File: src/rtl/vnu_pkg.sv
// Shared constants for the vector normalisation unit.
// No dependencies; imported by every vnu module.
package vnu_pkg;
	localparam int COMPONENT_BITS_DEF     = 24;
	localparam int UNIT_FRACTION_BITS_DEF = 22;
	// root is always taken over a 64-bit radicand, giving 32 root bits
	localparam int ROOT_BITS              = 32;
	localparam int RAD_BITS               = 2 * ROOT_BITS;
	localparam int QUEUE_DEPTH            = 4;
	localparam int QUEUE_PTR_BITS         = $clog2(QUEUE_DEPTH);
endpackage

File: src/rtl/vnu_queue.sv
// Short item queue between front and back ends.
// Depends on vnu_pkg for its depth.
module vnu_queue #(
	parameter int WIDTH = 8
) (
	input  logic             clk,
	input  logic             arst_n,
	input  logic             push_valid,
	output logic             push_ready,
	input  logic [WIDTH-1:0] push_data,
	output logic             pop_valid,
	input  logic             pop_ready,
	output logic [WIDTH-1:0] pop_data
);
	import vnu_pkg::*;

	logic [WIDTH-1:0]          slot_q [QUEUE_DEPTH];
	logic [QUEUE_PTR_BITS-1:0] wr_q, rd_q;
	logic [QUEUE_PTR_BITS:0]   count_q;
	logic                      push, pop;

	assign push_ready = (count_q != (QUEUE_PTR_BITS+1)'(QUEUE_DEPTH));
	assign pop_valid  = (count_q != '0);
	assign push       = push_valid && push_ready;
	assign pop        = pop_valid && pop_ready;
	assign pop_data   = slot_q[rd_q];

	always_ff @(posedge clk or negedge arst_n) begin
		if (!arst_n) begin
			wr_q    <= '0;
			rd_q    <= '0;
			count_q <= '0;
		end else begin
			if (push) wr_q <= wr_q + 1'b1;
			if (pop)  rd_q <= rd_q + 1'b1;
			if (push && !pop)      count_q <= count_q + 1'b1;
			else if (pop && !push) count_q <= count_q - 1'b1;
		end
	end

	always_ff @(posedge clk) begin
		if (push) slot_q[wr_q] <= push_data;
	end
endmodule

File: config.mk
export PLATFORM = sky130hd
export DESIGN_NAME = vnu_queue
export DESIGN_NICKNAME = d
export VERILOG_FILES = /design/src/rtl/vnu_pkg.sv /design/src/rtl/vnu_queue.sv
export SDC_FILE = /design/constraint.sdc
export NUM_CORES = 1
export LEC_CHECK = 0
export ABC_AREA = 1
export BUFFER_PORTS_ARGS = -buffer_cell sky130_fd_sc_hd__buf_2
export CAP_MARGIN = 25
export CELL_PAD_IN_SITES_DETAIL_PLACEMENT = 1
export CELL_PAD_IN_SITES_GLOBAL_PLACEMENT = 1
export CORE_ASPECT_RATIO = 2
export CORE_MARGIN = 3
export CORE_UTILIZATION = 26
export CTS_CLUSTER_DIAMETER = 200
export DETAILED_ROUTE_END_ITERATION = 10
export PLACE_DENSITY = 0.46
export SLEW_MARGIN = 0
export SYNTH_ARGS = -nofsm -noshare
export SYNTH_HDL_FRONTEND = slang
export SYNTH_SLANG_ARGS = --single-unit
File: constraint.sdc
create_clock -name clk -period 3.7 [get_ports clk]
set_input_delay 0.555 -clock clk [delete_from_list [all_inputs] [get_ports clk]]
set_output_delay 0.555 -clock clk [all_outputs]
set_load 0.005 [all_outputs]
==> results.sh <==
export IMPL_layout_commonest_cell="nand2_1"
export IMPL_setup_viol=0
export IMPL_status="finished, final reports clean"
export IMPL_num_nets_final=194
export IMPL_hpwl_um=2910
export IMPL_rsz0062_at_grt="no"
export IMPL_io_pins=22
export IMPL_first_pass_iters=2
export IMPL_root_buffer="clkbuf_16"
export IMPL_ant_nets=0
export IMPL_finalHoldViolations=0
export IMPL_place_congestion=0.654
export IMPL_fin_skew_ns=0.00422
export IMPL_grt_pass1_vias=1264
export IMPL_routed_wl_um=3730
export IMPL_min_period_ns=2.05
export IMPL_relSlewSlack_pct=37.2
export IMPL_ys_top_cells_by_area="edfxtp_1 55%, dfrtp_1 10%, nand2_1 8.9%"
export IMPL_cellLeakagePower_nw=0.894
export IMPL_insertion_delay_ns=0.28
export IMPL_fp_dieW_um=63.7
export IMPL_yosysWarnings=0
export IMPL_synth_cell_types=17
export IMPL_post_route_period_util_pct=55.5
export IMPL_post_drt_wl_per_cell_um=14.2
export IMPL_drt_iter0_markers=34
export IMPL_dieArea_um2=7730
export IMPL_power_density_nw_per_um2=780
export IMPL_timing_setup_tns_ns=0
export IMPL_path_max_fanout=33
export IMPL_slew_viol_final=0
export IMPL_post_cts_buffers=0
export IMPL_cts_buffer_depth=2
export IMPL_num_rows=41
export IMPL_h_tree_depth=2
export IMPL_hp_class="input pin to async pin"
export IMPL_ctsHoldBuffers=0
export IMPL_syn_nets=170
export IMPL_grt_pass1_wl_um=6380
export IMPL_ys_seq_area_share_pct=65.6
export IMPL_path_class="flip-flop to output pin"
export IMPL_cp_arrival_ns=1.50
export IMPL_drc=0
export IMPL_dieHeight_um=121
export IMPL_tightest_slew_ns=0.938
export IMPL_synth_cells=152
export IMPL_core_area_um2=6360
export IMPL_grt_ovfl_total=0
export IMPL_syn_area_um2=1730
export IMPL_syn_avg_cell_area_um2=11.4
export IMPL_start_util_pct=27.2
export IMPL_r2r_start="count_q[1]$_DFFE_PN0P_"
export IMPL_cts_resized=0
export IMPL_critPathLaunchType="flip-flop"
export IMPL_post_route_util_pct=32.1
export IMPL_synth_seq_cells=39
export IMPL_cts_sinks=39
export IMPL_place_port_buffers=21
export IMPL_maxCapViolCount=0
export IMPL_reg2reg_to="count_q[1]$_DFFE_PN0P_"
export IMPL_antenna_found_initial=0
export IMPL_cp_data_required_time_ns=3.14
export IMPL_reg2reg_depth=9
export IMPL_insertedDiodeCount=0
export IMPL_peakVddDrop_uv=348
export IMPL_drive_gt1_share_pct=18.1
export IMPL_synth_largest_area_cell="edfxtp_1"
export IMPL_grt_max_degree=34
export IMPL_endpoint_kind="output pin"
export IMPL_synth_top_area_share_pct=55.5
export IMPL_grt_util_all_layers_pct=11.2
export IMPL_vias=1143
export IMPL_via_per_inst=4.35
export IMPL_most_common_layout_cells="41 x nand2_1, 32 x edfxtp_1, 30 x inv_1, 21 x buf_2, 16 x o211ai_1"
export IMPL_syn_to_final_growth_pct=17.8
export IMPL_cts_tree="built"
export IMPL_fmax_mhz=487
export IMPL_cts_made_buffers=5
export IMPL_rrSetupSlack_ns=1.71
export IMPL_clk_pin_slew_ns=0.05
cell usage after synthesis:
cell and n:
inv_2 2, ha_1 5, clkbuf_8 1, nor2_1 4
edfxtp_1 32, fa_1 1, nand2_1 41, inv_1 30
nand3_1 6, buf_6 2, nand4_1 1, xnor2_1 1
dfrtp_1 7, nand3_2 1, buf_4 1, o21ai_0 1
o211ai_1 16
sequential cells by signal, summed over array words and instances, names as in the netlist:
| signal | count |
|---|---|
| slot_q | 32 |
| count_q | 3 |
| rd_q | 2 |
| wr_q | 2 |
how the worst max path moves through the flow:
stage	start	end	slack (ns)	cells past startpoint
final	rd_q[0]$_DFFE_PN0P_	pop_data[4]	1.65	5
after detailed placement	push_valid	count_q[2]$_DFFE_PN0P_	1.68	10
after CTS	rd_q[0]$_DFFE_PN0P_	pop_data[7]	1.60	5
after floorplan	count_q[0]$_DFFE_PN0P_	count_q[1]$_DFFE_PN0P_	1.98	9
after global placement	count_q[0]$_DFFE_PN0P_	count_q[1]$_DFFE_PN0P_	1.79	9
after global routing	rd_q[0]$_DFFE_PN0P_	pop_data[7]	1.45	5
routing by layer:
layer / global-route usage, % / up-vias / share of wire [%]
met5: 0 / - / 0
met4: 5.28 / 0 / 2.3
met3: 3.06 / 6 / 3.3
met2: 21.9 / 18 / 60
met1: 10.3 / 570 / 34
li1: - / 549 / -
power breakdown:
part / internal, mW / switching, mW
logic: 0.192 / 0.331
clock network: 0.245 / 0.160
registers: 0.593 / 0.0716
total: 1.03 / 0.562
final cells by class:
type                       count  area [um2]
clock inverter                 3        15.0
timing repair buffer          21         105
sequential                    39        1140
tap                           86         108
clock buffer                   5         125
multi-input combinational     77         432
inverter                      32         120
fill                         770        4320
cell families after synthesis:
group,synth area share (%)
adders and majority gates,4.77
and+or+nand+nor,12.4
AOI/OAI and AO/OA,7.23
DFF,65.6
xor gates and xnor gates,0.506
buffers and inverters,9.47
critical path, cell delays in order (launching register included):
cell	delay, ns
dfrtp_1	0.40
inv_2	0.39
nand2_1	0.12
o211ai_1	0.11
nand2_1	0.06
buf_2	0.12
stage by stage:
stage / hold WS [ns] / area [um2] / std cells / setup slack [ns] / total power, mW
global placement: 0.403 / 1900 / 255 / 1.79 / 1.19
CTS: 0.107 / 2040 / 263 / 1.60 / 1.64
detailed placement: 0.408 / 1900 / 255 / 1.68 / 1.22
floorplan: 0.259 / 1730 / 152 / 1.98 / 1.04
finish: 0.111 / 2040 / 263 / 1.65 / 1.59
global route: 0.103 / 2040 / 263 / 1.45 / 1.74
Note: power is estimated with default switching activity, not from simulation.
