===== src/rtl/vnu_pkg.sv =====
// Shared constants for the vector normalisation unit.
// No dependencies; imported by every vnu module.
package vnu_pkg;
	localparam int COMPONENT_BITS_DEF     = 24;
	localparam int UNIT_FRACTION_BITS_DEF = 22;
	// root is always taken over a 64-bit radicand, giving 32 root bits
	localparam int ROOT_BITS              = 32;
	localparam int RAD_BITS               = 2 * ROOT_BITS;
	localparam int QUEUE_DEPTH            = 4;
	localparam int QUEUE_PTR_BITS         = $clog2(QUEUE_DEPTH);
endpackage


===== src/rtl/vnu_front.sv =====
// Front end: takes items, splits sign and magnitude, forms the sum of squares.
// Depends on vnu_pkg.
module vnu_front #(
	parameter int COMPONENT_BITS = vnu_pkg::COMPONENT_BITS_DEF
) (
	input  logic                             clk,
	input  logic                             arst_n,
	input  logic                             in_valid,
	output logic                             in_ready,
	input  logic signed [COMPONENT_BITS-1:0] in_x,
	input  logic signed [COMPONENT_BITS-1:0] in_y,
	input  logic signed [COMPONENT_BITS-1:0] in_z,
	output logic                             push_valid,
	input  logic                             push_ready,
	output logic [3*COMPONENT_BITS-1:0]      push_mag,
	output logic [2:0]                       push_neg,
	output logic [2*COMPONENT_BITS-1:0]      push_sum,
	output logic                             push_zero
);
	import vnu_pkg::*;

	localparam int CB = COMPONENT_BITS;

	logic              en;
	logic              v_s1, v_s2, v_s3;
	logic [CB-1:0]     mag_s1 [3];
	logic [2:0]        neg_s1;
	logic [CB-1:0]     mag_s2 [3];
	logic [2*CB-1:0]   sq_s2 [3];
	logic [2:0]        neg_s2;
	logic [3*CB-1:0]   mag_s3;
	logic [2:0]        neg_s3;
	logic [2*CB-1:0]   sum_s3;
	logic              zero_s3;
	logic [2*CB-1:0]   sum_c;
	logic [CB-1:0]     comp [3];

	assign en       = !v_s3 || push_ready;
	assign in_ready = en;
	assign comp[0]  = in_x;
	assign comp[1]  = in_y;
	assign comp[2]  = in_z;
	assign sum_c    = sq_s2[0] + sq_s2[1] + sq_s2[2];

	always_ff @(posedge clk or negedge arst_n) begin
		if (!arst_n) begin
			v_s1 <= 1'b0;
			v_s2 <= 1'b0;
			v_s3 <= 1'b0;
		end else if (en) begin
			v_s1 <= in_valid;
			v_s2 <= v_s1;
			v_s3 <= v_s2;
		end
	end

	always_ff @(posedge clk) begin
		if (en) begin
			for (int i = 0; i < 3; i++) begin
				neg_s1[i] <= comp[i][CB-1];
				// most negative value still fits as an unsigned magnitude
				mag_s1[i] <= comp[i][CB-1] ? (CB)'(-comp[i]) : comp[i];
				mag_s2[i] <= mag_s1[i];
				sq_s2[i]  <= (2*CB)'(mag_s1[i]) * (2*CB)'(mag_s1[i]);
			end
			neg_s2  <= neg_s1;
			mag_s3  <= {mag_s2[2], mag_s2[1], mag_s2[0]};
			neg_s3  <= neg_s2;
			sum_s3  <= sum_c;
			zero_s3 <= (sum_c == '0);
		end
	end

	assign push_valid = v_s3;
	assign push_mag   = mag_s3;
	assign push_neg   = neg_s3;
	assign push_sum   = sum_s3;
	assign push_zero  = zero_s3;
endmodule


===== config.mk =====
export PLATFORM = sky130hd
export DESIGN_NAME = vnu_front
export DESIGN_NICKNAME = d
export VERILOG_FILES = /design/src/rtl/vnu_pkg.sv /design/src/rtl/vnu_front.sv
export SDC_FILE = /design/constraint.sdc
export NUM_CORES = 2
export LEC_CHECK = 0
export BUFFER_PORTS_ARGS = -buffer_cell sky130_fd_sc_hd__buf_4
export CAP_MARGIN = 10
export CORE_MARGIN = 4
export CORE_UTILIZATION = 35
export DETAILED_ROUTE_END_ITERATION = 7
export PLACE_DENSITY = 0.48
export SETUP_SLACK_MARGIN = 0.15
export SYNTH_ARGS = -nofsm -noshare
export SYNTH_HDL_FRONTEND = slang
export SYNTH_SLANG_ARGS = --single-unit

===== constraint.sdc =====
create_clock -name clk -period 12.2 [get_ports clk]
set_input_delay 1.22 -clock clk [delete_from_list [all_inputs] [get_ports clk]]
set_output_delay 1.22 -clock clk [all_outputs]
set_load 0.03 [all_outputs]

==> results.json <==
{
  "status": "completed",
  "drt_iter0_drc": 2155,
  "crit_buf_inv": 7,
  "layout.nets": 8569,
  "critPathRequiredTime_ns": 12.59,
  "wl_met3_um": 6000,
  "drv_cap": 0,
  "crit_family": "adder cells",
  "holdBufCountCts": 0,
  "netlist.area_leader.share_pct": 39.8,
  "port_buffers": 201,
  "cts.repair.resized": 0,
  "synth_cell_types": 75,
  "path_class": "register to register",
  "routedWlPerCell_um": 18.4,
  "dp_hpwl_um": 136000,
  "reg2reg_from": "mag_s1[0][0]",
  "worstPathArrival_ns": 8.94,
  "synth.most_common_cell": "inv_1",
  "grt_max_degree": 147,
  "h-tree-depth": 2,
  "critPathMaxFanout": 25,
  "drc_errors": 0,
  "clkTransAtPathRegs_ns": 0.06,
  "drive_above_1_share_pct": 6.08,
  "seqCellArea_um2": 12400,
  "ys_warn_count": 0,
  "dieArea_um2": 196000,
  "skew_ns": 0.0374,
  "utilization_pct": 38.5,
  "critPathSlowestCell": "edfxtp_1",
  "synth-async-reset-ratio_pct": 0.723,
  "tns_ns": 0,
  "synthTopCellsByArea": "fa_1 40%, edfxtp_1 19%, ha_1 11%",
  "cp-startpoint": "mag_s1[0][0]",
  "finalMaxSlewViolations": 0,
  "grt_antenna_before_repair": 14,
  "die_h_um": 443,
  "initial_core_util_pct": 35.2,
  "clock_sinks": 415,
  "grt_pass1_wl_um": 270000,
  "synth_ff_type": "edfxtp_1",
  "clock_path_buffers": 3,
  "wl_um": 168000,
  "clk_latency_ns": 0.70,
  "overflow": 0,
  "route.met2.wl_um": 84200,
  "slowest_delay_ns": 1.00,
  "dpl.cell_count": 9043,
  "post_cts_buffers": 0,
  "syn_to_final_growth_pct": 9.46,
  "core_area_um2": 188000,
  "yosysSeqAreaShare_pct": 18.8,
  "die_w_um": 443,
  "finalNonFillerCells": 9141,
  "rsz0062_at_grt": "no",
  "timing.slew.headroom_pct": 20.8,
  "crit_path_end_kind": "register",
  "worstSetupStartpointType": "register",
  "fin_crit_ns": 8.54,
  "root_buffer": "clkbuf_16",
  "cts_buffers": 52,
  "highest_layer": "met4",
  "ys_ff_latch": 415,
  "synth_top_area_cell": "fa_1",
  "hold_viol_final": 0,
  "synth_commonest_cells": "1799 x inv_1, 1317 x fa_1, 574 x ha_1, 568 x nand2_1, 412 x edfxtp_1",
  "nFillCells": 18800,
  "ant_nets": 0,
  "wl_met1_um": 73300,
  "min_path_type": "primary input to async pin",
  "worst_slew_pin_slew_ns": 1.17,
  "first_pass_iters": 5,
  "viasPerCell": 4.70,
  "synth_edf_count": 412,
  "num_vias": 42900,
  "multi_input_area_um2": 46300,
  "avgSynthCellArea_um2": 10.3,
  "min_period_over_period_pct": 70.0,
  "synth_cells": 6449,
  "cts_tree": "yes",
  "first_global_vias": 47900,
  "setup_viol": 0,
  "syn_area_um2": 66200,
  "grt_usage_pct": 17.6,
  "fmax_ghz": 0.117,
  "ios": 202,
  "place_congestion": 0.846,
  "rows": 159
}
## layout make-up
class / instances / area share [%]
antenna: 2 / 0.00691
clock buffer: 59 / 1.83
clock inverter: 37 / 0.515
inverter: 1799 / 9.32
multi-input combinational: 4059 / 64.0
sequential: 415 / 17.2
tap: 2495 / 4.31
timing repair buffer: 275 / 2.88
## final timing paths
kind	to	slack [ns]	cells past startpoint
setup / recovery	sq_s2[0][45]	3.66	25
hold / removal	v_s1	0.33	1
setup reg to reg	sq_s2[0][45]	3.66	25
hold reg to reg	push_mag[20]	0.41	0
max in group asynchronous	push_valid	11.78	1
min in group clk	push_mag[20]	0.41	0
## flip-flops by register name, summed over array words and instances, names as in the netlist
register / count
v_s1: 1
v_s2: 1
push_mag: 72
push_zero: 1
mag_s1: 72
neg_s2: 3
push_sum: 48
sq_s2: 141
mag_s2: 69
push_valid: 1
neg_s1: 3
push_neg: 3
## placed cells by master, fill, tap and decap left out, types with 10 or more instances in the layout
cell type,count
a211o_1,10
a211oi_1,20
a21o_1,87
a21oi_1,165
a31oi_1,22
and2_1,356
and3_1,27
buf_4,273
clkbuf_16,52
edfxtp_1,412
fa_1,1317
ha_1,574
inv_1,1799
nand2_1,568
nand2b_1,36
nand3_1,38
nand4_1,23
nor2_1,123
nor2b_1,26
nor3_1,24
nor4_1,11
o211ai_1,19
o21a_1,22
o21ai_0,94
o21bai_1,22
o31ai_1,23
o41ai_1,14
or2_2,15
or3_1,15
or4_1,13
xnor2_1,189
xor2_1,79
## per-stage QoR
step | hold WS, ns | worst slack (ns) | cell area [um^2]
global route | 0.278 | 3.04 | 72500
floorplan | 0.400 | 4.48 | 66200
global placement | 0.402 | 3.64 | 70800
detailed placement | 0.405 | 3.61 | 70800
CTS | 0.258 | 3.56 | 72500
finish | 0.330 | 3.66 | 72500
## kinds of logic after synthesis
family | share of synthesized area [%]
muxes | 0.176
buffers and inverters | 11.2
DFF | 18.8
xor gates and xnor gates | 3.55
adders and majority gates | 50.7
AOI/OAI and AO/OA | 5.86
and+or+nand+nor | 9.73
other | 0.00566
## routing by layer
layer,global-route usage (%),up-vias
met5,0,-
met1,23.3,22100
li1,-,19900
met2,31.0,698
met3,1.86,164
met4,4.51,0
Power is left out: the tool's default activity adds up to more than one toggle a clock period on the data nets, which glitch-free logic cannot reach.
